File: config.mk
export PLATFORM = sky130hd
export DESIGN_NAME = c2s_cordic_cell
export DESIGN_NICKNAME = d
export VERILOG_FILES = /design/src/rtl/cartesian_to_spherical_unit_defines.svh /design/src/rtl/c2s_pkg.sv /design/src/rtl/c2s_cordic_cell.sv
export SDC_FILE = /design/constraint.sdc
export NUM_CORES = 1
export LEC_CHECK = 0
export BUFFER_PORTS_ARGS = -buffer_cell sky130_fd_sc_hd__buf_2
export CAP_MARGIN = 0
export CORE_ASPECT_RATIO = 1.75
export CORE_MARGIN = 5
export CORE_UTILIZATION = 39
export CTS_BUF_LIST = sky130_fd_sc_hd__clkbuf_4 sky130_fd_sc_hd__clkbuf_8
export CTS_CLUSTER_DIAMETER = 80
export CTS_CLUSTER_SIZE = 16
export DETAILED_ROUTE_END_ITERATION = 16
export HOLD_SLACK_MARGIN = 0.03
export PLACE_DENSITY_LB_ADDON = 0.2
export SYNTH_ARGS = -nofsm -noshare
export SYNTH_HDL_FRONTEND = slang
export SYNTH_SLANG_ARGS = --single-unit
File: constraint.sdc
create_clock -name clk -period 1.1 [get_ports clk]
set_input_delay 0 -clock clk [delete_from_list [all_inputs] [get_ports clk]]
set_output_delay 0 -clock clk [all_outputs]
set_load 0.05 [all_outputs]
File: src/rtl/cartesian_to_spherical_unit_defines.svh
`ifndef CARTESIAN_TO_SPHERICAL_UNIT_DEFINES_SVH
`define CARTESIAN_TO_SPHERICAL_UNIT_DEFINES_SVH

// same-cycle implication
`define C2S_ASSERT_NOW(lbl, ante, cons, msg) \
	lbl: assert property (@(posedge clk) disable iff (!arst_n) (ante) |-> (cons)) \
	else $error(msg);

// next-cycle implication
`define C2S_ASSERT_NEXT(lbl, ante, cons, msg) \
	lbl: assert property (@(posedge clk) disable iff (!arst_n) (ante) |=> (cons)) \
	else $error(msg);

`endif

File: src/rtl/c2s_pkg.sv
`timescale 1ns / 1ps

package c2s_pkg;

	localparam int COORD_BITS        = 24;
	localparam int CORDIC_STAGES_DEF = 24;
	localparam int GUARD_BITS        = 40 - COORD_BITS;
	localparam int RAD_W             = 2 * COORD_BITS;
	localparam int ROOT_W            = COORD_BITS + GUARD_BITS;
	localparam int SQRT_DIGITS       = ROOT_W;
	localparam int REM_W             = ROOT_W + 3;
	localparam int VEC_W             = ROOT_W + 3;
	localparam int ACC_W             = 34;
	localparam int FRAC_DROP         = 8;
	localparam int ROUND_BIAS        = 2 ** (FRAC_DROP - 1);
	localparam int RND_W             = ACC_W - FRAC_DROP;
	localparam int AZ_W              = COORD_BITS + 1;
	localparam int HALF_T24          = 2 ** 23;
	localparam int QUARTER_T24       = 2 ** 22;
	localparam int TAB_N             = 32;
	localparam int IN_TDATA_W        = ((3 * COORD_BITS + 7) / 8) * 8;
	localparam int OUT_FIELDS_W      = 2 * COORD_BITS + AZ_W;
	localparam int OUT_TDATA_W       = ((OUT_FIELDS_W + 7) / 8) * 8;
	localparam int OUT_TUSER_W       = 2;

	localparam logic signed [ACC_W-1:0] QUARTER_T32 = ACC_W'(2 ** 30);

	// round(atan(2^-i) / (2*pi) * 2^32)
	localparam logic [31:0] ATAN_TAB [TAB_N] = '{
		32'd536870912, 32'd316933406, 32'd167458907, 32'd85004756,
		32'd42667331,  32'd21354465,  32'd10679838,  32'd5340245,
		32'd2670163,   32'd1335087,   32'd667544,    32'd333772,
		32'd166886,    32'd83443,     32'd41722,     32'd20861,
		32'd10430,     32'd5215,      32'd2608,      32'd1304,
		32'd652,       32'd326,       32'd163,       32'd81,
		32'd41,        32'd20,        32'd10,        32'd5,
		32'd3,         32'd1,         32'd1,         32'd0
	};

	typedef logic signed [COORD_BITS-1:0] coord_t;

	typedef struct packed {
		logic [RAD_W-1:0]  rad;
		logic [REM_W-1:0]  rem;
		logic [ROOT_W-1:0] root;
	} sqrt_t;

	typedef struct packed {
		coord_t x;
		coord_t y;
		coord_t z;
		logic   on_axis;
		logic   zero_r;
	} sq_side_t;

	typedef struct packed {
		logic signed [VEC_W-1:0] a;
		logic signed [VEC_W-1:0] b;
		logic signed [ACC_W-1:0] acc;
	} vec_t;

	typedef struct packed {
		logic [COORD_BITS-1:0] radius;
		logic                  x_neg;
		logic                  z_neg;
		logic                  on_axis;
		logic                  zero_r;
	} cr_side_t;

	// one digit of the restoring square root
	function automatic sqrt_t sqrt_step(sqrt_t s);
		logic [REM_W-1:0] cur;
		logic [REM_W-1:0] trial;
		sqrt_t r;
		cur   = {s.rem[REM_W-3:0], s.rad[RAD_W-1 -: 2]};
		trial = {1'b0, s.root, 2'b01};
		r.rad = {s.rad[RAD_W-3:0], 2'b00};
		if (cur >= trial) begin
			r.rem  = cur - trial;
			r.root = {s.root[ROOT_W-2:0], 1'b1};
		end else begin
			r.rem  = cur;
			r.root = {s.root[ROOT_W-2:0], 1'b0};
		end
		return r;
	endfunction

	// one vectoring rotation
	function automatic vec_t cordic_step(vec_t v, logic [4:0] idx);
		logic signed [VEC_W-1:0] a;
		logic signed [VEC_W-1:0] b;
		logic signed [VEC_W-1:0] ash;
		logic signed [VEC_W-1:0] bsh;
		logic signed [ACC_W-1:0] ang;
		vec_t r;
		a   = v.a;
		b   = v.b;
		ash = a >>> idx;
		bsh = b >>> idx;
		ang = $signed({2'b00, ATAN_TAB[idx]});
		if (!b[VEC_W-1]) begin
			r.a   = a + bsh;
			r.b   = b - ash;
			r.acc = v.acc + ang;
		end else begin
			r.a   = a - bsh;
			r.b   = b + ash;
			r.acc = v.acc - ang;
		end
		return r;
	endfunction

	// quarter-turn fold into the right half plane
	function automatic vec_t prerotate(logic signed [VEC_W-1:0] a,
			logic signed [VEC_W-1:0] b);
		vec_t r;
		r.a   = a;
		r.b   = b;
		r.acc = '0;
		if (a[VEC_W-1]) begin
			if (!b[VEC_W-1]) begin
				r.a   = b;
				r.b   = -a;
				r.acc = QUARTER_T32;
			end else begin
				r.a   = -b;
				r.b   = a;
				r.acc = -QUARTER_T32;
			end
		end
		return r;
	endfunction

endpackage

File: src/rtl/c2s_cordic_cell.sv
`timescale 1ns / 1ps

module c2s_cordic_cell #(
	parameter int STAGE = 0
) (
	input  logic               clk,
	input  logic               arst_n,
	input  logic               en,
	input  logic               valid_in,
	input  c2s_pkg::vec_t      pol_in,
	input  c2s_pkg::vec_t      az_in,
	input  c2s_pkg::cr_side_t  side_in,
	output logic               valid_out,
	output c2s_pkg::vec_t      pol_out,
	output c2s_pkg::vec_t      az_out,
	output c2s_pkg::cr_side_t  side_out
);
	import c2s_pkg::*;

	localparam logic [4:0] IDX = 5'(STAGE);

	logic      valid_q;
	vec_t      pol_q;
	vec_t      az_q;
	cr_side_t  side_q;

	always_ff @(posedge clk or negedge arst_n) begin
		if (!arst_n) begin
			valid_q <= 1'b0;
		end else if (en) begin
			valid_q <= valid_in;
		end
	end

	always_ff @(posedge clk) begin
		if (en) begin
			pol_q  <= cordic_step(pol_in, IDX);
			az_q   <= cordic_step(az_in, IDX);
			side_q <= side_in;
		end
	end

	assign valid_out = valid_q;
	assign pol_out   = pol_q;
	assign az_out    = az_q;
	assign side_out  = side_q;

endmodule

Word-level counts from Yosys, hierarchy flattened
Cells that the tools add are included.
{"block": "classes", "n_addsub": 10, "mux": 2}
{"op": "$mux W120", "count": 2}
{"op": "$sub A43 B43 Y43", "count": 4}
{"op": "$add A43 B43 Y43", "count": 2}
{"op": "$add A34 B31 Y34 const B", "count": 2}
{"op": "$sub A34 B31 Y34 const B", "count": 2}
{"block": "totals", "regBits": 269, "wordCells": 24, "out_inout_bits": 269}

Logic depth before layout (Yosys ltp)
Gate-level depths: netlist (run 1).
{"block": "depth", "word_depth": 2, "depth_mapped": 14, "ltp_nobuf": 13}

Least setup slack after synthesis (run 1)
Ideal clock, no wire load.
{"block": "synth_path", "kind": "input port to flip-flop", "start": "input port pol_in[41] (netlist bit)", "end": "register pol_q (netlist bit pol_out[71]), data pin", "arrival_ns": 2.364, "path_slack_ns": -1.534, "stages": 12, "setup_ns": 0.270, "n_path_buf": 1, "cell_sequence": "inv_1 > ha_1 > buf_6 > or4b_4 > or3_1 > o211ai_2 > o211ai_2 > a21oi_2 > o41a_4 > a41o_2 > a21oi_2 > xor2_1"}
{"block": "synth_between", "elab_chain_len": 2, "word_cells_on_any_way": 3, "classes_between": "add/sub (2); mux (1)"}
{"item": "from (decl)", "line": "c2s_cordic_cell.sv:10", "source": "input c2s_pkg::vec_t pol_in,"}
{"item": "$sub A43 B43 Y43 / $add A43 B43 Y43 (equally long branches)", "line": "c2s_pkg.sv:103, c2s_pkg.sv:107"}
{"item": "$mux W120 *", "line": "c2s_pkg.sv:101", "source": "if (!b[VEC_W-1]) begin"}
{"item": "to (signal assigned)", "line": "c2s_cordic_cell.sv:37", "source": "pol_q <= cordic_step(pol_in, IDX);"}
{"item": "to (decl)", "line": "c2s_cordic_cell.sv:23", "source": "vec_t pol_q;"}
Mark *: on every way between the ends. The rest lies on a longest branch, timed or not.
A chain may end at the register's enable or synchronous reset.

Worst setup path in the final report (run 1)
{"block": "layout_path", "start": "input port pol_in[77] (netlist bit)", "end": "register pol_q (netlist bit pol_out[115]), data pin"}
{"block": "layout_between", "elab_chain_len": 2, "word_cells_on_any_way": 3, "classes_between": "add/sub (2); mux (1)"}
{"item": "$add A43 B43 Y43 / $sub A43 B43 Y43 (equally long branches)", "line": "c2s_pkg.sv:102, c2s_pkg.sv:106"}
{"item": "$mux W120 *", "line": "c2s_pkg.sv:101"}
Marks and branches as above.

==> results of run 1 <==
final timing paths:
kind,from,to,cells past startpoint
max,pol_in[77],pol_out[115],18
min,az_in[101],az_out[101],4
max reg2reg,valid_out,valid_out,1
min reg2reg,valid_out,valid_out,1
max in group asynchronous,arst_n,valid_out,3
min in group asynchronous,arst_n,valid_out,3
stage by stage:
stage                     setup slack (ps)  TNS [ps]  std cells  instance area, um2  utilization
after floorplan                      -1500   -152270       2620               24600            -
after global placement               -2510   -266650       4889               35700        0.595
after detailed placement             -2600   -271710       4889               35700        0.595
after CTS                            -1200   -175100       5166               41200        0.686
after global routing                 -1390   -198370       5204               42300        0.705
final                                -1260   -179420       5215               42300        0.705
area by class of cell:
class | count | area (um2) | area share
antenna | 17 | 42.5 | 0.00100
clock buffer | 28 | 342 | 0.00807
clock inverter | 5 | 53.8 | 0.00127
inverter | 268 | 1120 | 0.0265
multi-input combinational | 1967 | 17700 | 0.419
sequential | 267 | 8010 | 0.189
tap | 786 | 983 | 0.0232
timing repair buffer | 1877 | 14000 | 0.332
power by group through the flow:
stage	Sequential [mW]	Clock, mW	Combinational [mW]
after CTS	13.6	6.06	26.1
after global placement	13.8	0	22.8
after floorplan	18.8	0	7.58
after detailed placement	13.8	0	22.9
final	13.6	5.91	27.4
after global routing	13.7	6.41	28.5
state kept, by name, summed over array words and instances (netlist names):
name,flops
side_out,28
valid_out,1
az_out,119
pol_out,119
tightest hold or removal path, stage by stage:
cell and delay (ps):
buf_2 90, ha_1 150, buf_6 190, xnor2_1 130
repair_timing:
action | in CTS | in global routing
pin swaps | 292 | 178
endpoints found under the hold margin | 413 | 1
setup endpoints to repair | 421 | 425
resized for setup | 586 | 186
setup buffers | 107 | 57
cell families after synthesis:
logic type	synth area share
XOR/XNOR	0.0639
adder cells (fa/ha/maj)	0.161
AND/OR/NAND/NOR	0.112
multiplexers	0.0228
flip-flops	0.340
AO/OA/AOI/OAI	0.236
buffers and inverters	0.0652
cell usage in the layout, fill, tap and decap left out, drive strengths merged, types with 35 or more instances in the layout:
| cell | synthesis | final |
|---|---|---|
| a21o | 52 | 52 |
| a21oi | 346 | 346 |
| buf | 62 | 1719 |
| dlygate4sd3 | 0 | 158 |
| edfxtp | 266 | 266 |
| ha | 290 | 290 |
| inv | 262 | 261 |
| mux2i | 48 | 48 |
| nand2 | 133 | 133 |
| nand4 | 44 | 44 |
| nor2 | 217 | 217 |
| nor3 | 43 | 43 |
| o21ai | 179 | 179 |
| o21bai | 67 | 67 |
| o31ai | 35 | 35 |
| xnor2 | 156 | 156 |
routing by layer:
metal	global-route usage	wire, um	part of all wire	vias to the layer above
met2	0.675	64900	0.53	1194
met3	0.0551	6810	0.056	494
met5	0	20	0.00016	-
met4	0.298	12700	0.10	4
met1	0.315	37900	0.31	13500
li1	-	-	-	13000
==> results.py, run 1 <==
metrics = {
    "yosys": {
        "synth_area_per_cell_um2": 8.99,
        "synth.yosys.warnings": 0,
        "synth_area_leaders": "edfxtp_1 (34%), ha_1 (15%), a21oi_1 (7.3%)",
        "synth_largest_area_cell": "edfxtp_1",
        "ys_async_sr_fraction": 0.00375,
        "yosys.area.top_type_share": 0.339,
        "synth_cells": 2620,
        "synth_nets": 3190,
        "synth.distinct_cells": 94,
        "ys_seq_area_frac": 0.340,
        "synth-seq-cells": 267,
        "synth_edf_count": 266,
        "yosys_most_used_dff": "edfxtp_1",
        "yosysMostFrequentCell": "a21oi_1",
        "synthTopCellsByCount": "a21oi_1 (344), ha_1 (290), edfxtp_1 (266)",
        "synth.cell_area_mm2": 0.0236,
    },
    "floorplan": {
        "io_pins": 541,
        "die_area_mm2": 0.0656,
        "start_util": 0.393,
        "die_y_um": 335,
        "rows": 119,
        "core-area_mm2": 0.0600,
        "die_w_um": 196,
    },
    "clock_network": {
        "cts_tree": "done",
        "cts_buffers": 21,
        "postCtsHoldBufs": 158,
        "clk_latency_ps": 600,
        "htreeDepth": 1,
        "root_buffer": "clkbuf_8",
        "clockBufferDepth": 3,
        "cts.sinks": 267,
        "cts.clk_slew.worst_paths_ps": 120,
    },
    "power_and_ir_drop": {
        "power_frac_comb": 0.583,
        "p_total_mw": 46.9,
        "switching_share": 0.435,
        "switchingPower_mw": 20.4,
        "peakVddDrop_mv": 1.01,
        "p_seq_frac": 0.291,
        "powerDensity_mw_per_mm2": 1110,
        "internal_power_mw": 26.5,
        "power.leakage_nw": 19.5,
        "clkPwrFrac": 0.126,
    },
    "outcome": {
        "violations": "setup timing",
        "status": "complete, but fails checks",
    },
    "timing": {
        "clock.fmax_mhz": 424,
        "report.final.slew_viol_count": 0,
        "final.setup.worst_slack_ps": -1260,
        "finalHoldViolCount": 0,
        "holdWs_ps": 41.5,
        "finalSetupViolCount": 423,
        "skew_ps": 0,
        "max_slew_margin": 0.405,
        "period_needed_ps": 2360,
        "fin_crit_sh": 2.14,
        "tightest_slew_ps": 884,
        "rsz0062_at_grt": "true",
    },
    "critical_path": {
        "path_buf_inv": 6,
        "slowest_delay_ps": 370,
        "cp_top_family": "compound AO/OA/AOI/OAI gates",
        "slowest_stage": "fa_2",
        "crit_type": "primary input to register",
        "cp_data_required_time_ps": 1460,
        "path_cells": "buf_12 > buf_12 > inv_8 > ha_4 > fa_2 > nand3b_1 > a2111oi_2 > buf_4 > o2111ai_2 > nand3_2 > nor2b_2 > o21ai_1 > buf_4 > a2111o_1 > buf_12 > nand2_2 > a31oi_1 > xnor2_1",
        "crit_top_cell": "buf_12",
        "rrSetupSlack_ps": 360,
        "critPathMaxFanout": 3,
        "crit_arrival_ps": 2720,
        "end_kind": "register",
        "cp-start-kind": "primary input",
    },
    "drt": {
        "drt_wl_total_um": 122000,
        "route.vias.total": 28100,
        "wl_per_cell_um": 23.5,
        "ant_nets": 0,
        "drc": 0,
        "drtIter0Drc": 1309,
        "firstDrtPassIters": 5,
        "drt-vias-per-instance": 5.39,
    },
    "global_route": {
        "grt_overflow": 0,
        "grt_usage": 0.352,
        "grt_pass1_wl_um": 176000,
        "grt_max_degree": 54,
        "first_global_vias": 30200,
        "antenna_found_initial": 15,
    },
    "place": {
        "post-dp-hpwl_um": 98100,
        "portBuffers": 540,
        "place.gp.congestion": 1.05,
    },
    "final_layout": {
        "area_growth_pct": 79.6,
        "num-nets-final": 4972,
        "drive_above_1_share": 0.525,
        "fillers": 4639,
    },
    "job": {
        "max_cap_violations": 0,
    },
    "hold_path": {
        "hp-class": "primary input to register",
    },
}
Note: power is estimated with default switching activity, not from simulation.
==> run 2, diff against run 1 <==
--- a/config.mk
+++ b/config.mk
@@ -15,7 +15,9 @@
 export CTS_CLUSTER_SIZE = 16
 export DETAILED_ROUTE_END_ITERATION = 16
 export HOLD_SLACK_MARGIN = 0.03
+export MAX_ROUTING_LAYER = met4
 export PLACE_DENSITY_LB_ADDON = 0.2
+export SKIP_CTS_REPAIR_TIMING = 1
 export SYNTH_ARGS = -nofsm -noshare
 export SYNTH_HDL_FRONTEND = slang
 export SYNTH_SLANG_ARGS = --single-unit
==> results.py, run 2 (same netlist as run 1, synthesis figures left out) <==
metrics = {
    "outcome": {
        "status": "complete, but fails checks",
        "violations": "setup timing",
    },
    "place": {
        "dpl_cell_area_mm2": 0.0357,
        "place.gp.congestion": 1.06,
        "preCtsSetupSlack_ps": -2280,
        "post-dp-hpwl_um": 97300,
        "portBuffers": 540,
    },
    "timing": {
        "skew_ps": 0,
        "tightest_slew_ps": 844,
        "rsz0062_at_grt": "true",
        "period_needed_ps": 2430,
        "report.final.slew_viol_count": 0,
        "finalHoldViolCount": 0,
        "clock.fmax_mhz": 412,
        "fin_crit_sh": 2.21,
        "finalSetupViolCount": 424,
        "max_slew_margin": 0.432,
        "final.setup.worst_slack_ps": -1330,
    },
    "drt": {
        "drt_wl_total_um": 123000,
        "route.vias.total": 27600,
        "drc": 0,
        "ant_nets": 0,
        "drtIter0Drc": 1335,
        "firstDrtPassIters": 6,
        "wl_per_cell_um": 23.9,
        "drt-vias-per-instance": 5.39,
    },
    "clock_network": {
        "root_buffer": "clkbuf_8",
        "cts.clk_slew.worst_paths_ps": 100,
        "cts_buffers": 21,
        "cts.sinks": 267,
        "clk_latency_ps": 620,
        "cts_tree": "done",
        "clockBufferDepth": 3,
        "htreeDepth": 1,
    },
    "global_route": {
        "grt_overflow": 0,
        "grt_pass1_wl_um": 163000,
        "first_global_vias": 27900,
        "antenna_found_initial": 18,
        "grt_max_degree": 48,
        "grt_usage": 0.336,
    },
    "floorplan": {
        "die_y_um": 335,
        "die_area_mm2": 0.0656,
        "start_util": 0.393,
        "io_pins": 541,
        "rows": 119,
        "die_w_um": 196,
        "core-area_mm2": 0.0600,
    },
    "power_and_ir_drop": {
        "power.leakage_nw": 19.6,
        "peakVddDrop_mv": 1.41,
        "powerDensity_mw_per_mm2": 1120,
    },
    "critical_path": {
        "cp-start-kind": "primary input",
        "critPathMaxFanout": 3,
        "crit_arrival_ps": 2800,
        "end_kind": "register",
        "path_cells": "buf_12 > ha_4 > inv_4 > fa_2 > o21bai_4 > a21o_1 > a221oi_4 > o31a_1 > a21boi_2 > nor2_2 > o41ai_4 > buf_6 > a21oi_2 > o22ai_2 > xnor2_1",
        "slowest_stage": "fa_2",
        "cp_top_family": "compound AO/OA/AOI/OAI gates",
        "cp_data_required_time_ps": 1470,
        "path_buf_inv": 3,
        "slowest_delay_ps": 420,
        "crit_type": "primary input to register",
    },
    "final_layout": {
        "design_area_mm2": 0.0430,
        "most-common-layout-cells": "buf_4 (1014), buf_6 (373), edfxtp_1 (266)",
        "area_growth_pct": 82.7,
        "drive_above_1_share": 0.527,
        "seq_area_mm2": 0.00801,
        "fillers": 4447,
        "layout_commonest_cell": "buf_4",
        "final_core_util": 0.717,
        "multi_input_area_mm2": 0.0176,
        "num-nets-final": 4883,
    },
    "hold_path": {
        "hp-class": "primary input to register",
    },
    "job": {
        "max_cap_violations": 0,
    },
}
[run 2: final cells by class]
| class | count | area share |
|---|---|---|
| flip-flops and latches | 267 | 0.186 |
| multi-input cells | 1967 | 0.409 |
| repair buffers | 1788 | 0.346 |
| diodes | 18 | 0.00105 |
| well taps | 786 | 0.0228 |
| clock inverters | 4 | 0.00131 |
| inverters | 268 | 0.0258 |
| clock buffers | 27 | 0.00776 |
[run 2: worst paths after layout]
path,from,endpoint,slack [ps],cells past startpoint
worst max-delay path,pol_in[77],pol_out[117],-1330,15
worst min-delay path,pol_in[106],pol_out[106],10,4
worst max register to register,valid_out,valid_out,300,1
worst min register to register,valid_out,valid_out,590,1
max in group asynchronous,arst_n,valid_out,810,3
min in group asynchronous,arst_n,valid_out,200,3
[run 2: power breakdown]
group          leakage, nW  switching (mW)  internal (mW)
logic                 16.8            16.1           12.2
clock network        0.208            3.61           2.23
registers             2.62           0.863           13.1
[run 2: layer usage]
layer / track usage / routed length, um
met1: 0.294 / 37800
met2: 0.638 / 66500
met3: 0.0486 / 6260
met4: 0.254 / 12000
met5: - / 0
[run 2: stage by stage]
stage / power, mW / hold slack (ps) / instances / setup TNS (ps)
floorplan: 26.3 / -296 / 2620 / -152270
CTS: 42.6 / -908 / 4916 / -207000
finish: 48.1 / 9.98 / 5125 / -164890
global placement: 36.5 / -225 / 4885 / -264070
global route: 50.0 / 38.0 / 5123 / -180810
detailed placement: 36.7 / -225 / 4885 / -268020
==> run 3, diff against run 2 <==
--- a/config.mk
+++ b/config.mk
@@ -8,7 +8,6 @@
 export BUFFER_PORTS_ARGS = -buffer_cell sky130_fd_sc_hd__buf_2
 export CAP_MARGIN = 0
 export CORE_ASPECT_RATIO = 1.75
-export CORE_MARGIN = 5
 export CORE_UTILIZATION = 39
 export CTS_BUF_LIST = sky130_fd_sc_hd__clkbuf_4 sky130_fd_sc_hd__clkbuf_8
 export CTS_CLUSTER_DIAMETER = 80
==> results.py, run 3 (same netlist as run 1, synthesis figures left out) <==
metrics = {
    "drt": {
        "route.vias.total": 28100,
        "wl_per_cell_um": 23.4,
        "drt_wl_total_um": 121000,
        "drt-vias-per-instance": 5.43,
        "firstDrtPassIters": 6,
        "drc": 0,
        "ant_nets": 0,
        "drtIter0Drc": 1457,
    },
    "job": {
        "max_cap_violations": 0,
    },
    "floorplan": {
        "io_pins": 541,
        "start_util": 0.396,
        "die_w_um": 188,
        "core-area_mm2": 0.0595,
        "die_y_um": 327,
        "die_area_mm2": 0.0614,
        "rows": 118,
    },
    "critical_path": {
        "rrSetupSlack_ps": 360,
        "cp_top_family": "compound AO/OA/AOI/OAI gates",
        "cp-start-kind": "primary input",
        "crit_type": "primary input to register",
        "end_kind": "register",
        "path_buf_inv": 4,
        "cp-startpoint": "pol_in[51]",
        "path_cells": "buf_2 > inv_1 > ha_4 > nor4_1 > buf_4 > nand2_1 > a211o_1 > o31a_1 > a21boi_2 > nor2_4 > o41ai_4 > buf_4 > a211o_1 > a21oi_2 > xnor2_1",
        "reg2reg_from": "valid_out",
        "crit_arrival_ps": 2900,
        "critPathMaxFanout": 3,
        "slowest_delay_ps": 460,
        "cp_data_required_time_ps": 1530,
        "rr_endpoint": "valid_out",
        "worst_r2r_path_depth": 1,
        "slowest_stage": "o41ai_4",
    },
    "final_layout": {
        "layout_commonest_cell": "buf_4",
        "multi_input_area_mm2": 0.0170,
        "fillers": 4603,
        "most-common-layout-cells": "buf_4 (1070), buf_2 (512), edfxtp_1 (266)",
        "seq_area_mm2": 0.00801,
        "drive_above_1_share": 0.504,
        "area_growth_pct": 74.5,
        "design_area_mm2": 0.0411,
        "num-nets-final": 4941,
    },
    "timing": {
        "holdWs_ps": -24.1,
        "max_slew_margin": 0.427,
        "final.setup.worst_slack_ps": -1370,
        "finalHoldViolCount": 4,
        "tightest_slew_ps": 851,
        "clock.fmax_mhz": 405,
        "period_needed_ps": 2470,
        "report.final.slew_viol_count": 0,
        "finalSetupViolCount": 428,
        "fin_crit_sh": 2.24,
        "rsz0062_at_grt": "true",
        "skew_ps": 0,
    },
    "clock_network": {
        "cts.sinks": 267,
        "root_buffer": "clkbuf_8",
        "cts_tree": "done",
        "cts_buffers": 23,
        "clockBufferDepth": 3,
        "cts.clk_slew.worst_paths_ps": 110,
        "htreeDepth": 1,
        "clk_latency_ps": 680,
    },
    "hold_path": {
        "hold_end": "az_out[78]",
        "hold_start": "az_in[78]",
        "hp-class": "primary input to register",
        "whs_path_depth": 4,
    },
    "place": {
        "dpl_cell_area_mm2": 0.0357,
        "post-dp-hpwl_um": 97300,
        "place.gp.congestion": 1.03,
        "preCtsSetupSlack_ps": -2360,
        "portBuffers": 540,
    },
    "global_route": {
        "grt_pass1_wl_um": 165000,
        "antenna_found_initial": 15,
        "first_global_vias": 28300,
        "grt_usage": 0.371,
        "grt_overflow": 0,
        "grt_max_degree": 37,
    },
    "power_and_ir_drop": {
        "powerDensity_mw_per_mm2": 1130,
        "power_frac_comb": 0.568,
        "switching_share": 0.441,
        "clkPwrFrac": 0.138,
        "internal_power_mw": 25.9,
        "p_seq_frac": 0.294,
        "power.leakage_nw": 19.1,
        "peakVddDrop_mv": 1.51,
        "switchingPower_mw": 20.4,
        "p_total_mw": 46.3,
    },
    "outcome": {
        "status": "complete, but fails checks",
        "violations": "hold timing, setup timing",
    },
}
## run 3: cell types whose count changed in the layout (fill, tap and decap cells not counted), sizes merged
cell,change
buf,+29
clkinv,-1
clkbuf,+5
inv,+4
dlygate4sd3,+26
clkinvlp,+2
bufinv,-1
diode,-3
## run 3: tightest hold or removal path: cells and delay by family
kind | cells | cell delay, ps
buffers and inverters | 2 | 210
multiplexers | 1 | 70
adder cells (fa/ha/maj) | 1 | 210
## run 3: routing by layer
metal | wire [um] | vias to the layer above | GRT usage
met5 | 0 | - | -
met4 | 13000 | 0 | 0.305
met3 | 5950 | 579 | 0.0527
met2 | 64600 | 1303 | 0.705
met1 | 37400 | 13300 | 0.316
li1 | - | 12900 | -
## run 3: power groups by stage
| stage | Combinational [mW] | Sequential, mW | Clock, mW |
|---|---|---|---|
| finish | 26.3 | 13.6 | 6.42 |
| global route | 27.4 | 13.7 | 6.77 |
| CTS | 23.0 | 13.6 | 6.52 |
| detailed placement | 22.9 | 13.8 | 0 |
| global placement | 22.7 | 13.8 | 0 |
| floorplan | 7.58 | 18.8 | 0 |
## run 3: final cells by class
| cell class | instances | share of cell area |
|---|---|---|
| Antenna cell | 15 | 0.000913 |
| Clock buffer | 31 | 0.00916 |
| Clock inverter | 8 | 0.00167 |
| Inverter | 268 | 0.0269 |
| Multi-Input combinational cell | 1967 | 0.413 |
| Sequential cell | 267 | 0.195 |
| Tap cell | 780 | 0.0237 |
| Timing Repair Buffer | 1844 | 0.330 |
## run 3: worst max-delay path by stage
stage,end,cells after the start
4_1_cts,az_out[117],14
2_1_floorplan,pol_out[114],11
3_3_place_gp,az_out[117],14
5_1_grt,pol_out[70],15
3_5_place_dp,az_out[117],14
6_report,pol_out[70],15
## run 3: per-stage QoR
stage	setup TNS (ps)	util	std cells	hold slack, ps
floorplan	-152270	-	2620	-296
global route	-204590	0.691	5179	-47.3
finish	-188620	0.691	5180	-24.1
detailed placement	-272300	0.601	4888	-219
global placement	-268230	0.601	4888	-225
CTS	-214570	0.608	4927	-959
