`config.mk`:
```
export PLATFORM = sky130hd
export DESIGN_NAME = c2s_sqrt_cell
export DESIGN_NICKNAME = d
export VERILOG_FILES = /design/src/rtl/c2s_pkg.sv /design/src/rtl/c2s_sqrt_cell.sv
export VERILOG_INCLUDE_DIRS = /design/src /design/src/rtl
export SDC_FILE = /design/constraint.sdc
export NUM_CORES = 1
export LEC_CHECK = 0
export ABC_AREA = 1
export BUFFER_PORTS_ARGS = -buffer_cell sky130_fd_sc_hd__buf_4
export CAP_MARGIN = 15
export CORE_AREA = 2 2 266 268
export DETAILED_ROUTE_END_ITERATION = 16
export DIE_AREA = 0 0 268 270
export GPL_TIMING_DRIVEN = 0
export SLEW_MARGIN = 0
export SYNTH_ARGS = -nofsm -noshare
export SYNTH_HDL_FRONTEND = slang
export SYNTH_SLANG_ARGS = --single-unit
```
`constraint.sdc`:
```
create_clock -name clk -period 1.8 [get_ports clk]
set_input_delay 0.36 -clock clk [delete_from_list [all_inputs] [get_ports clk]]
set_output_delay 0.36 -clock clk [all_outputs]
set_load 0.02 [all_outputs]
```
`src/rtl/cartesian_to_spherical_unit_defines.svh`:
```
`ifndef CARTESIAN_TO_SPHERICAL_UNIT_DEFINES_SVH
`define CARTESIAN_TO_SPHERICAL_UNIT_DEFINES_SVH

// same-cycle implication
`define C2S_ASSERT_NOW(lbl, ante, cons, msg) \
	lbl: assert property (@(posedge clk) disable iff (!arst_n) (ante) |-> (cons)) \
	else $error(msg);

// next-cycle implication
`define C2S_ASSERT_NEXT(lbl, ante, cons, msg) \
	lbl: assert property (@(posedge clk) disable iff (!arst_n) (ante) |=> (cons)) \
	else $error(msg);

`endif

```
`src/rtl/c2s_pkg.sv`:
```
`timescale 1ns / 1ps

package c2s_pkg;

	localparam int COORD_BITS        = 24;
	localparam int CORDIC_STAGES_DEF = 24;
	localparam int GUARD_BITS        = 40 - COORD_BITS;
	localparam int RAD_W             = 2 * COORD_BITS;
	localparam int ROOT_W            = COORD_BITS + GUARD_BITS;
	localparam int SQRT_DIGITS       = ROOT_W;
	localparam int REM_W             = ROOT_W + 3;
	localparam int VEC_W             = ROOT_W + 3;
	localparam int ACC_W             = 34;
	localparam int FRAC_DROP         = 8;
	localparam int ROUND_BIAS        = 2 ** (FRAC_DROP - 1);
	localparam int RND_W             = ACC_W - FRAC_DROP;
	localparam int AZ_W              = COORD_BITS + 1;
	localparam int HALF_T24          = 2 ** 23;
	localparam int QUARTER_T24       = 2 ** 22;
	localparam int TAB_N             = 32;
	localparam int IN_TDATA_W        = ((3 * COORD_BITS + 7) / 8) * 8;
	localparam int OUT_FIELDS_W      = 2 * COORD_BITS + AZ_W;
	localparam int OUT_TDATA_W       = ((OUT_FIELDS_W + 7) / 8) * 8;
	localparam int OUT_TUSER_W       = 2;

	localparam logic signed [ACC_W-1:0] QUARTER_T32 = ACC_W'(2 ** 30);

	// round(atan(2^-i) / (2*pi) * 2^32)
	localparam logic [31:0] ATAN_TAB [TAB_N] = '{
		32'd536870912, 32'd316933406, 32'd167458907, 32'd85004756,
		32'd42667331,  32'd21354465,  32'd10679838,  32'd5340245,
		32'd2670163,   32'd1335087,   32'd667544,    32'd333772,
		32'd166886,    32'd83443,     32'd41722,     32'd20861,
		32'd10430,     32'd5215,      32'd2608,      32'd1304,
		32'd652,       32'd326,       32'd163,       32'd81,
		32'd41,        32'd20,        32'd10,        32'd5,
		32'd3,         32'd1,         32'd1,         32'd0
	};

	typedef logic signed [COORD_BITS-1:0] coord_t;

	typedef struct packed {
		logic [RAD_W-1:0]  rad;
		logic [REM_W-1:0]  rem;
		logic [ROOT_W-1:0] root;
	} sqrt_t;

	typedef struct packed {
		coord_t x;
		coord_t y;
		coord_t z;
		logic   on_axis;
		logic   zero_r;
	} sq_side_t;

	typedef struct packed {
		logic signed [VEC_W-1:0] a;
		logic signed [VEC_W-1:0] b;
		logic signed [ACC_W-1:0] acc;
	} vec_t;

	typedef struct packed {
		logic [COORD_BITS-1:0] radius;
		logic                  x_neg;
		logic                  z_neg;
		logic                  on_axis;
		logic                  zero_r;
	} cr_side_t;

	// one digit of the restoring square root
	function automatic sqrt_t sqrt_step(sqrt_t s);
		logic [REM_W-1:0] cur;
		logic [REM_W-1:0] trial;
		sqrt_t r;
		cur   = {s.rem[REM_W-3:0], s.rad[RAD_W-1 -: 2]};
		trial = {1'b0, s.root, 2'b01};
		r.rad = {s.rad[RAD_W-3:0], 2'b00};
		if (cur >= trial) begin
			r.rem  = cur - trial;
			r.root = {s.root[ROOT_W-2:0], 1'b1};
		end else begin
			r.rem  = cur;
			r.root = {s.root[ROOT_W-2:0], 1'b0};
		end
		return r;
	endfunction

	// one vectoring rotation
	function automatic vec_t cordic_step(vec_t v, logic [4:0] idx);
		logic signed [VEC_W-1:0] a;
		logic signed [VEC_W-1:0] b;
		logic signed [VEC_W-1:0] ash;
		logic signed [VEC_W-1:0] bsh;
		logic signed [ACC_W-1:0] ang;
		vec_t r;
		a   = v.a;
		b   = v.b;
		ash = a >>> idx;
		bsh = b >>> idx;
		ang = $signed({2'b00, ATAN_TAB[idx]});
		if (!b[VEC_W-1]) begin
			r.a   = a + bsh;
			r.b   = b - ash;
			r.acc = v.acc + ang;
		end else begin
			r.a   = a - bsh;
			r.b   = b + ash;
			r.acc = v.acc - ang;
		end
		return r;
	endfunction

	// quarter-turn fold into the right half plane
	function automatic vec_t prerotate(logic signed [VEC_W-1:0] a,
			logic signed [VEC_W-1:0] b);
		vec_t r;
		r.a   = a;
		r.b   = b;
		r.acc = '0;
		if (a[VEC_W-1]) begin
			if (!b[VEC_W-1]) begin
				r.a   = b;
				r.b   = -a;
				r.acc = QUARTER_T32;
			end else begin
				r.a   = -b;
				r.b   = a;
				r.acc = -QUARTER_T32;
			end
		end
		return r;
	endfunction

endpackage

```
`src/rtl/c2s_sqrt_cell.sv`:
```
`timescale 1ns / 1ps

module c2s_sqrt_cell (
	input  logic               clk,
	input  logic               arst_n,
	input  logic               en,
	input  logic               valid_in,
	input  c2s_pkg::sqrt_t     rsum_in,
	input  c2s_pkg::sqrt_t     rxy_in,
	input  c2s_pkg::sq_side_t  side_in,
	output logic               valid_out,
	output c2s_pkg::sqrt_t     rsum_out,
	output c2s_pkg::sqrt_t     rxy_out,
	output c2s_pkg::sq_side_t  side_out
);
	import c2s_pkg::*;
	`include "cartesian_to_spherical_unit_defines.svh"

	logic       valid_q;
	sqrt_t      rsum_q;
	sqrt_t      rxy_q;
	sq_side_t   side_q;
	logic [REM_W-1:0] xy_bound;
	logic [REM_W-1:0] sum_bound;
	logic             rem_ok;

	always_ff @(posedge clk or negedge arst_n) begin
		if (!arst_n) begin
			valid_q <= 1'b0;
		end else if (en) begin
			valid_q <= valid_in;
		end
	end

	always_ff @(posedge clk) begin
		if (en) begin
			rsum_q <= sqrt_step(rsum_in);
			rxy_q  <= sqrt_step(rxy_in);
			side_q <= side_in;
		end
	end

	assign valid_out = valid_q;
	assign rsum_out  = rsum_q;
	assign rxy_out   = rxy_q;
	assign side_out  = side_q;

	// partial remainder never exceeds twice the partial root
	assign xy_bound  = {2'b00, rxy_q.root, 1'b0};
	assign sum_bound = {2'b00, rsum_q.root, 1'b0};
	assign rem_ok    = (rxy_q.rem <= xy_bound) && (rsum_q.rem <= sum_bound);

	`C2S_ASSERT_NOW(a_rem_bound, valid_q, rem_ok, "sqrt remainder out of bound")

endmodule

```
-- Word level (Yosys, flattened, before mapping)
Cells that the tools add are included.
- register bits after elaboration: 333
- input port bits: 340
- output and inout bits: 337
- logic and storage cells: 18
- add/sub/neg operators: 2
- magnitude comparators: 2
- multiplexer cells: 2
- operator list (operator ; count):
    83-bit 2-to-1 mux ; 2
    43-bit by 42-bit greater-or-equal comparator with 1-bit output ; 2
    43-bit by 42-bit subtractor with 43-bit output ; 2

-- Depth between registers and ports, before layout
Gate-level depths: netlist of run 1.
- depth after elaboration: 2
- mapped depth: 16
- gate-level depth less buffers: 15

-- Worst setup path before layout of run 1
OpenSTA, ideal clock, no wires.
- path type: input-to-reg
- start: in rsum_in[16] (netlist bit)
- end: reg rsum_q, in the netlist rsum_out[76] (data pin)
- setup time: 0.253 ns
- data arrival time: 1.804 ns
- data required time: 1.547 ns
- setup slack: -0.257 ns
- cell stages on the path: 13
- buffers on the path: 1
- cells stage by stage: inv_1 > ha_1 > nand2_1 > inv_2 > a21oi_1 > nand2_1 > a21oi_1 > nand2_1 > nand2_2 > nand2_4 > buf_4 > nand3_1 > nand2_1
- longest elaborated chain between the ends: 2
- elaborated cells on any way between the ends: 3
- classes of those cells: 1 x add/sub; 1 x order compare; 1 x mux
- RTL lines (what ; line ; text):
    from (decl) ; c2s_sqrt_cell.sv:8 ; input c2s_pkg::sqrt_t rsum_in,
    43-bit by 42-bit subtractor with 43-bit output or 43-bit by 42-bit greater-or-equal comparator with 1-bit output (tied branches) ; c2s_pkg.sv:79, c2s_pkg.sv:78 ;
    83-bit 2-to-1 mux (*) ; c2s_pkg.sv:78 ; if (cur >= trial) begin
    to (signal assigned) ; c2s_sqrt_cell.sv:37 ; rsum_q <= sqrt_step(rsum_in);
    to (decl) ; c2s_sqrt_cell.sv:20 ; sqrt_t rsum_q;
Mark *: on every way between the ends. The rest lies on a longest branch, timed or not.
A chain may end at the register's enable or synchronous reset.

-- Worst setup path in the final report of run 1
- start: in rsum_in[29] (netlist bit)
- end: reg rsum_q, in the netlist rsum_out[81] (data pin)
Same word-level chain as after synthesis.

==> results of run 1 <==
==> power groups by stage <==
stage / combinational, mW / sequential, mW / clock [mW]
global placement: 6.51 / 9.86 / 0
CTS: 7.10 / 9.68 / 8.14
floorplan: 2.57 / 10.8 / 0
global route: 7.92 / 9.76 / 8.41
detailed placement: 6.55 / 9.83 / 0
finish: 7.36 / 9.69 / 7.90
==> kinds of logic after synthesis <==
logic type | count (synthesis)
other | 1
DFF | 333
buffers and inverters | 416
muxes | 1
xor gates and xnor gates | 44
and+or+nand+nor | 1132
AOI/OAI and AO/OA | 112
adders and majority gates | 84
==> metal layers <==
layer | global-route usage [%] | routed length (microns)
met1 | 22.53 | 28540
met4 | 6.042 | 2154
met5 | 0 | 89
met2 | 33.22 | 35010
met3 | 4.978 | 6071
==> worst paths after layout <==
kind / start / endpoint / slack [ns] / cells past startpoint
worst max-delay path: rsum_in[29] / rsum_out[81] / -0.007 / 15
min in group asynchronous: arst_n / valid_out / 0.12 / 2
worst min register to register: valid_out / valid_out / 0.54 / 1
worst min-delay path: rxy_in[16] / rxy_out[17] / 0.04 / 1
worst max register to register: valid_out / valid_out / 1.03 / 1
max in group asynchronous: arst_n / valid_out / 1.60 / 2
==> stage by stage <==
step	std cells	total power [mW]	setup WS (ns)	TNS (ns)	cell area, sq um
floorplan	2126	13.38	-0.1682	-10.21	19590
global placement	3734	16.37	-2.468	-818.71	25780
detailed placement	3737	16.38	-0.8755	-80.38	25870
CTS	4058	24.92	-0.006880	-0.006880	29760
global route	4088	26.09	-0.04001	-0.3815	30450
finish	4089	24.94	-0.007070	-0.008695	30450
==> flip-flops by register name, summed over array words and instances, names as in the netlist <==
signal / count
valid_out: 1
rsum_out: 129
rxy_out: 129
side_out: 74
==> cell type report <==
type | count | area (sq um) | area share [%]
inverters | 396 | 1519 | 4.989
plain buffers | 19 | 203.9 | 0.6698
well taps | 940 | 1176 | 3.863
diodes | 7 | 17.52 | 0.05753
repair buffers | 945 | 7775 | 25.53
clock buffers | 49 | 1056 | 3.468
flip-flops and latches | 333 | 9995 | 32.82
clock inverters | 23 | 193.9 | 0.6369
multi-input cells | 1377 | 8513 | 27.96
==> synth_stat cells, types with 3 or more instances <==
library cell / count / share of area [%]
o21bai_1: 14 / 0.57
nand2_2: 4 / 0.14
or2_2: 4 / 0.14
nand3b_1: 10 / 0.41
nor2_1: 146 / 3.0
buf_4: 10 / 0.41
nand4_1: 10 / 0.34
xor2_1: 44 / 2.1
and2_1: 10 / 0.34
inv_2: 13 / 0.27
nor3_1: 6 / 0.16
edfxtp_1: 332 / 55
o21ai_0: 21 / 0.57
a21oi_1: 72 / 2.0
nor2_2: 4 / 0.14
nand2_1: 822 / 17
ha_1: 84 / 5.7
nand3_1: 107 / 2.9
inv_1: 380 / 7.8
nor4_1: 3 / 0.10
buf_6: 9 / 0.55
==> what timing repair did <==
action                     4_1_cts  5_1_grt
setup buffers                    4       25
hold buffers                   245        0
pin swaps                        3       40
hold endpoints to repair       245        0
resized for setup               31      144
setup endpoints to repair       53       86
==> results.toml, run 1 <==
[logic_synthesis]
yosys.area_share.adder_pct = 5.749
synthDistinctLibCells = 34
synth_xor_xnor_area_share_pct = 2.108
syn_inst = 2123
netlist_area_sq_mm = 0.01828
synth_warnings = 0
ys_seq_area_share_pct = 54.67
yosys.area_share.simple_pct = 24.93
synth_edf_count = 332
syn_area_per_cell_sq_um = 8.612
synth_compound_area_share_pct = 3.326
async_flop_share_pct = 0.3003
muxShareOfSynthArea_pct = 0.06159
synth_seq_cells = 333
synth_top_family_by_area = "simple AND/OR/NAND/NOR gates"
synth_flop_cell = "edfxtp_1"

[pwr]
power.density_mw_per_mm2 = 819.1
p_leak_nw = 14.31
switching_power_mw = 7.841
power.share.switching_pct = 31.44
p_seq_share_pct = 38.8
p_int_mw = 17.10
vdd.ir_drop.worst_mv = 0.7871
clkPwrFrac_pct = 31.7
p_comb_share_pct = 29.5

[global_route]
grt_pass1_wl_mm = 103.9
gr-usage-all-layers_pct = 18.99
grt_pass1_vias = 17630
grt_overflow = 0
grt_start_max_net_pins = 121
antenna_found_initial = 14

[worst_hold_path]
hp-class = "input port to register"

[clocking]
clockBufferDepth = 3
cts_tree = "yes"
clk_pin_slew_ns = 0.06
cts_buffers = 40
clk_latency_ns = 0.56
root_buffer = "clkbuf_16"
htree_levels = 2
clock-sinks = 333

[critical_path]
critPathCaptureType = "register"
worst_path_max_delay_cell = "ha_4"
crit_buf_inv = 6
worstSetupPathType = "input port to register"
cpPeakStageDelay_ns = 0.29
worstPathArrival_ns = 2.12
critPathTopFamily = "simple AND/OR/NAND/NOR gates"
cp.required_ns = 2.11
crit_path_start_kind = "input port"
path_max_fanout = 10
worstPathCellList = "buf_4, inv_1, ha_4, nand2_2, inv_2, nand2_2, nor2_4, inv_2, nor4_4, nand2_4, nand2_8, inv_6, buf_12, nand2_1, nand2_1"

[sta]
fin_hold_ws_ns = 0.03848
fin_skew_ns = 0
worstMarginPinSlew_ns = 0.6909
hold_viol = 0
worst_slack_ns = -0.007070
finalMaxSlewViolations = 0
setup_viol = 2
fin_crit_sh_pct = 100.4
slew_headroom_pct = 53.94
grt_setup_unrepaired = "yes"
period_minus_slack_ns = 1.807
fmax_mhz = 553.4

[detailed_routing]
postRouteAntennaNets = 0
vias_per_cell = 4.320
drc = 0
dr.first_iter.drc_count = 992
first_pass_iters = 5
dr_total_vias = 17670
post_drt_wl_per_cell_microns = 17.58
wl_mm = 71.87

[final_layout]
finish.utilization_pct = 43.78
nNetsFinal = 3536
area_growth_pct = 66.55
drive_gt1_share_pct = 34.98
n_fill_cell = 6725
final_cell_mix = "nand2_1 (732), buf_4 (703), inv_1 (337), edfxtp_1 (332), dlygate4sd3_1 (245)"
layout_commonest_cell = "nand2_1"

[place]
hpwl_mm = 56.07
globalplace.congestion = 0.9225
io_buffers = 668

[die]
boundaryPins = 677
core_area_sq_mm = 0.06954
die_h_microns = 270
die_x_microns = 268
die-area_sq_mm = 0.07236
placementRows = 97
start_util_pct = 26.29

[run]
maxCapViolations = 0

[outcome]
status = "complete, but fails checks"
violations = "setup timing"
No activity file was read; power rests on OpenSTA's default activity.
==> inputs of run 2 (changes only) <==
--- a/config.mk
+++ b/config.mk
@@ -7,9 +7,10 @@
 export NUM_CORES = 1
 export LEC_CHECK = 0
 export ABC_AREA = 1
+export ABC_CLOCK_PERIOD_IN_PS = 1800
 export BUFFER_PORTS_ARGS = -buffer_cell sky130_fd_sc_hd__buf_4
 export CAP_MARGIN = 15
-export CORE_AREA = 2 2 266 268
+export CORE_AREA = 3 3 265 267
 export DETAILED_ROUTE_END_ITERATION = 16
 export DIE_AREA = 0 0 268 270
 export GPL_TIMING_DRIVEN = 0
==> run 2 against run 1 <==
The flow still finishes with violations (setup timing). Sequential share of layout area fell by 0.17 points. Combinational power rose by 1%. Design area rose by 0.53%. Core utilization rose by 1.0 points. Largest cell class unchanged. Largest power group unchanged. Highest routed layer unchanged.
==> results.toml, run 2 (synthesis results as in run 1) <==
[worst_hold_path]
min_from = "side_in[5]"
hp-class = "input port to register"
whs_path_depth = 1

[detailed_routing]
post_drt_wl_per_cell_microns = 18.20
dr_total_vias = 17580
dr.first_iter.drc_count = 1088
wl_mm = 73.41
drc = 0
vias_per_cell = 4.358
postRouteAntennaNets = 0
first_pass_iters = 5

[pwr]
p_int_mw = 17.11
p_total_mw = 25.04
clkPwrFrac_pct = 31.5
switching_power_mw = 7.935
vdd.ir_drop.worst_mv = 0.6705
p_seq_share_pct = 38.7
power.density_mw_per_mm2 = 818.2
p_leak_nw = 14.40
power.share.switching_pct = 31.69
p_comb_share_pct = 29.8

[outcome]
violations = "setup timing"
status = "complete, but fails checks"

[sta]
finalMaxSlewViolations = 0
fmax_mhz = 554.6
worst_slack_ns = -0.003118
slew_headroom_pct = 38.65
fin_crit_sh_pct = 100.2
grt_setup_unrepaired = "yes"
hold_viol = 0
worstMarginPinSlew_ns = 0.9203
fin_skew_ns = 0
period_minus_slack_ns = 1.803
setup_viol = 3

[global_route]
gr-usage-all-layers_pct = 19.20
grt_overflow = 0
antenna_found_initial = 15
grt_pass1_vias = 17510
grt_pass1_wl_mm = 104.9
grt_start_max_net_pins = 123

[final_layout]
final_cell_mix = "nand2_1 (724), buf_4 (690), inv_1 (337), edfxtp_1 (332), dlygate4sd3_1 (244)"
drive_gt1_share_pct = 35.73
final_cells = 4034
layout_commonest_cell = "nand2_1"
nNetsFinal = 3539
area_growth_pct = 67.42
n_fill_cell = 6509
finish.utilization_pct = 44.79

[die]
boundaryPins = 677
placementRows = 96
die_x_microns = 268
core_area_sq_mm = 0.06835
die-area_sq_mm = 0.07236
start_util_pct = 26.75
die_h_microns = 270

[place]
globalplace.congestion = 0.9258
hpwl_mm = 57.52
dp_cells = 3678
io_buffers = 668

[clocking]
htree_levels = 2
clk_pin_slew_ns = 0.06
cts_buffers = 40
clock-sinks = 333
clockBufferDepth = 3
root_buffer = "clkbuf_16"
cts_tree = "yes"
clk_latency_ns = 0.57

[critical_path]
critPathCaptureType = "register"
r2r_cells = 1
rr_startpoint = "valid_out"
cp.required_ns = 2.12
crit_path_start_kind = "input port"
worstPathArrival_ns = 2.12
worstSetupPathType = "input port to register"
path_max_fanout = 8
crit_path_start = "rsum_in[4]"

[run]
maxCapViolations = 0
==> run 2: changes by cell type in the layout (fill, tap and decap cells not counted), moves of 7 or more <==
cell     change
nand2_1      -8
buf_4       -13
buf_8        +7
buf_6        +7
==> run 2: power by group through the flow <==
stage          sequential [mW]  clock [mW]  combinational (mW)
2_1_floorplan             10.8           0                2.57
5_1_grt                   9.77        8.44                8.04
3_3_place_gp              9.86           0                6.55
6_report                  9.70        7.89                7.46
3_5_place_dp              9.84           0                6.58
4_1_cts                   9.69        8.20                7.12
==> run 2: per-layer routing <==
layer	up-vias	share of wire [%]	GRT usage (%)	wire length [microns]
met5	-	0.090	0	66
met4	10	2.9	6.272	2122
met3	110	8.3	5.912	6126
met2	579	49	33.07	35910
met1	8161	40	22.68	29180
li1	8720	-	-	-
==> run 2: path summary, 6_finish.rpt <==
| check | end | slack, ns |
|---|---|---|
| worst max-delay path | rsum_out[43] | -0.003 |
| worst min-delay path | side_out[5] | 0.04 |
| worst max register to register | valid_out | 1.06 |
| worst min register to register | valid_out | 0.51 |
| max in group asynchronous | valid_out | 1.58 |
| min in group asynchronous | valid_out | 0.13 |
==> run 2: timing repair <==
action	in CTS	in global routing
setup buffers	4	27
hold buffers	244	0
endpoints found under the setup margin	52	85
hold endpoints to repair	244	0
cloned	0	2
pin swaps	3	57
resized for setup	29	191
==> run 2: layout make-up <==
type                            instances  area (sq um)  area share, %
Multi-Input combinational cell       1377          8552          27.94
Clock buffer                           42          1008          3.295
Sequential cell                       333          9995          32.65
Antenna cell                            9         22.52        0.07358
Timing Repair Buffer                  947          7863          25.69
Clock inverter                         28         266.5         0.8707
Buffer                                 20         255.2         0.8339
Tap cell                              882          1104          3.605
Inverter                              396          1544          5.044
==> run 2: metrics by stage <==
step           hold slack (ns)    TNS, ns  instance area (sq um)  worst slack [ns]
3_3_place_gp            0.1374    -815.35                  25710            -2.471
5_1_grt               0.008655     -1.753                  30600          -0.06468
2_1_floorplan          0.06441     -10.21                  19590           -0.1682
4_1_cts               0.001520  -0.001549                  29680         -0.001549
3_5_place_dp            0.1386    -106.28                  25770           -0.8500
6_report               0.03763  -0.004545                  30610         -0.003118
==> run 2: critical path: stages <==
cell and delay, ns:
buf_4 0.08, inv_1 0.06, ha_4 0.31, nand2_1 0.08, nand2_1 0.10, inv_1 0.07, nand2_2 0.09, nand2_2 0.09
nand3_4 0.10, nand2_2 0.08, nand2_4 0.08, nand2_4 0.07, nand2_8 0.15, clkinv_8 0.12, clkbuf_16 0.19, nand2_2 0.05
nand2_1 0.04
==> inputs of run 3 (changes only) <==
--- a/config.mk
+++ b/config.mk
@@ -9,11 +9,11 @@
 export ABC_AREA = 1
 export ABC_CLOCK_PERIOD_IN_PS = 1800
 export BUFFER_PORTS_ARGS = -buffer_cell sky130_fd_sc_hd__buf_4
-export CAP_MARGIN = 15
-export CORE_AREA = 3 3 265 267
+export CORE_AREA = 4 4 258 260
 export DETAILED_ROUTE_END_ITERATION = 16
-export DIE_AREA = 0 0 268 270
+export DIE_AREA = 0 0 262 264
 export GPL_TIMING_DRIVEN = 0
+export PLACE_DENSITY = 0.59
 export SLEW_MARGIN = 0
 export SYNTH_ARGS = -nofsm -noshare
 export SYNTH_HDL_FRONTEND = slang
==> run 3 against run 2 <==
The run still ends with setup timing left. Die area is 4.4% lower. Power is 3.1% higher. Wire length increased by 8.1%. Critical path depth down 4. Core utilization rose by 3.2 points. Sequential share of layout area fell by 0.17 points. Count of clock-buffer cells in the layout is 7 higher. Critical path type unchanged. Critical endpoint is now rsum_out[73].
==> results.toml, run 3 (synthesis results as in run 1) <==
[detailed_routing]
dr_total_vias = 17750
first_pass_iters = 5
wl_mm = 79.38
drc = 0
vias_per_cell = 4.412
postRouteAntennaNets = 0
dr.first_iter.drc_count = 1192
post_drt_wl_per_cell_microns = 19.73

[clocking]
root_buffer = "clkbuf_16"
cts_buffers = 41
htree_levels = 2
clockBufferDepth = 3
clk_latency_ns = 0.57
cts_tree = "yes"
clk_pin_slew_ns = 0.05
clock-sinks = 333

[sta]
hold_viol = 0
fin_skew_ns = 0
worstMarginPinSlew_ns = 0.9444
final.setup.tns_ns = -0.03159
setup_viol = 4
fmax_mhz = 548.3
period_minus_slack_ns = 1.824
slew_headroom_pct = 37.04
finalMaxSlewViolations = 0
fin_crit_sh_pct = 101.3
worst_slack_ns = -0.02383
grt_setup_unrepaired = "yes"

[critical_path]
worstSetupPathType = "input port to register"
path_max_fanout = 6
crit_top_cell = "buf_4"
crit_buf_inv = 4
r2r_slack_ns = 1.05
cp.required_ns = 2.11
worstPathArrival_ns = 2.14
critPathCaptureType = "register"
worstPathCellList = "buf_4, inv_1, ha_4, a21oi_2, o21ai_2, a21oi_1, nand2_2, nor2_4, nand2_8, buf_4, buf_4, nand3_1, nand2_1"
worst_path_max_delay_cell = "ha_4"
reg2reg_to = "valid_out"
r2r_cells = 1
crit_path_start_kind = "input port"
critPathTopFamily = "simple AND/OR/NAND/NOR gates"
rr_startpoint = "valid_out"
cpPeakStageDelay_ns = 0.24

[final_layout]
area_growth_pct = 68.29
final_cell_mix = "nand2_1 (719), buf_4 (702), inv_1 (332), edfxtp_1 (332), dlygate4sd3_1 (245)"
drive_gt1_share_pct = 36.38
n_fill_cell = 6086
final_cells = 4024
finish.instance_area_sq_mm = 0.03077
layout_commonest_cell = "nand2_1"
finish.utilization_pct = 47.99
nNetsFinal = 3549

[place]
hpwl_mm = 63.30
io_buffers = 668
dp_cells = 3651
place_area_sq_mm = 0.02574
globalplace.congestion = 0.9628

[worst_hold_path]
min_from = "rxy_in[18]"
hold_end = "rxy_out[19]"
hp-class = "input port to register"
whs_path_depth = 1

[pwr]
p_leak_nw = 14.49
p_total_mw = 25.81
power.density_mw_per_mm2 = 838.9
vdd.ir_drop.worst_mv = 0.6869

[die]
start_util_pct = 28.52
die_h_microns = 264
die-area_sq_mm = 0.06917
die_x_microns = 262
core_area_sq_mm = 0.06412
boundaryPins = 677
placementRows = 93

[global_route]
grt_pass1_vias = 17780
antenna_found_initial = 20
gr-usage-all-layers_pct = 21.64
grt_start_max_net_pins = 121
grt_pass1_wl_mm = 111.0
grt_overflow = 0

[outcome]
violations = "setup timing"
status = "complete, but fails checks"

[run]
maxCapViolations = 0
[run 3: through the flow]
| step | hold WS [ns] | setup WS [ns] |
|---|---|---|
| 2_1_floorplan | 0.06441 | -0.1682 |
| 3_3_place_gp | 0.1395 | -2.356 |
| 3_5_place_dp | 0.1408 | -0.9405 |
| 4_1_cts | 0.002650 | -0.01843 |
| 5_1_grt | 0.01251 | -0.06476 |
| 6_report | 0.04702 | -0.02383 |
[run 3: area by class of cell]
| type | count | area [sq um] | area share, % |
|---|---|---|---|
| clock inverters | 25 | 302.8 | 0.9841 |
| flip-flops and latches | 333 | 9995 | 32.48 |
| inverters | 396 | 1534 | 4.986 |
| diodes | 13 | 32.53 | 0.1057 |
| well taps | 855 | 1070 | 3.477 |
| repair inverters | 1 | 8.758 | 0.02847 |
| plain buffers | 19 | 232.7 | 0.7564 |
| clock buffers | 49 | 1076 | 3.497 |
| multi-input cells | 1377 | 8597 | 27.94 |
| repair buffers | 956 | 7920 | 25.74 |
[run 3: per-layer routing]
layer	part of all wire, %	routed length, microns	up-vias	track usage (%)
met5	0.028	22	-	0
met4	3.5	2763	4	7.220
met3	8.6	6805	141	5.714
met2	49	39050	629	37.85
met1	39	30730	8233	25.74
li1	-	-	8746	-
[run 3: worst max-delay path by stage]
stage | from | to | slack (ns) | cells after the start
final | rsum_in[34] | rsum_out[73] | -0.02 | 13
after global routing | rsum_in[29] | rsum_out[78] | -0.06 | 15
after CTS | side_out[43] | side_out[43] | -0.02 | 1
after detailed placement | rsum_in[33] | rsum_out[78] | -0.94 | 15
after global placement | en | rsum_out[34] | -2.36 | 1
after floorplan | rsum_in[18] | rsum_out[81] | -0.17 | 16
[run 3: power breakdown]
part	total (mW)	leakage (nW)	switching [mW]	internal (mW)
clock	8.53	0.666	3.50	5.03
sequential	9.72	3.26	0.255	9.46
combinational	7.57	10.6	4.34	3.23
total	25.8	14.5	8.09	17.7
[run 3: timing repair]
action	in CTS	in global routing
setup buffers	5	33
hold endpoints to repair	245	0
resized for setup	43	188
hold buffers	245	0
gates cloned	0	4
pin swaps	3	35
setup endpoints to repair	46	83
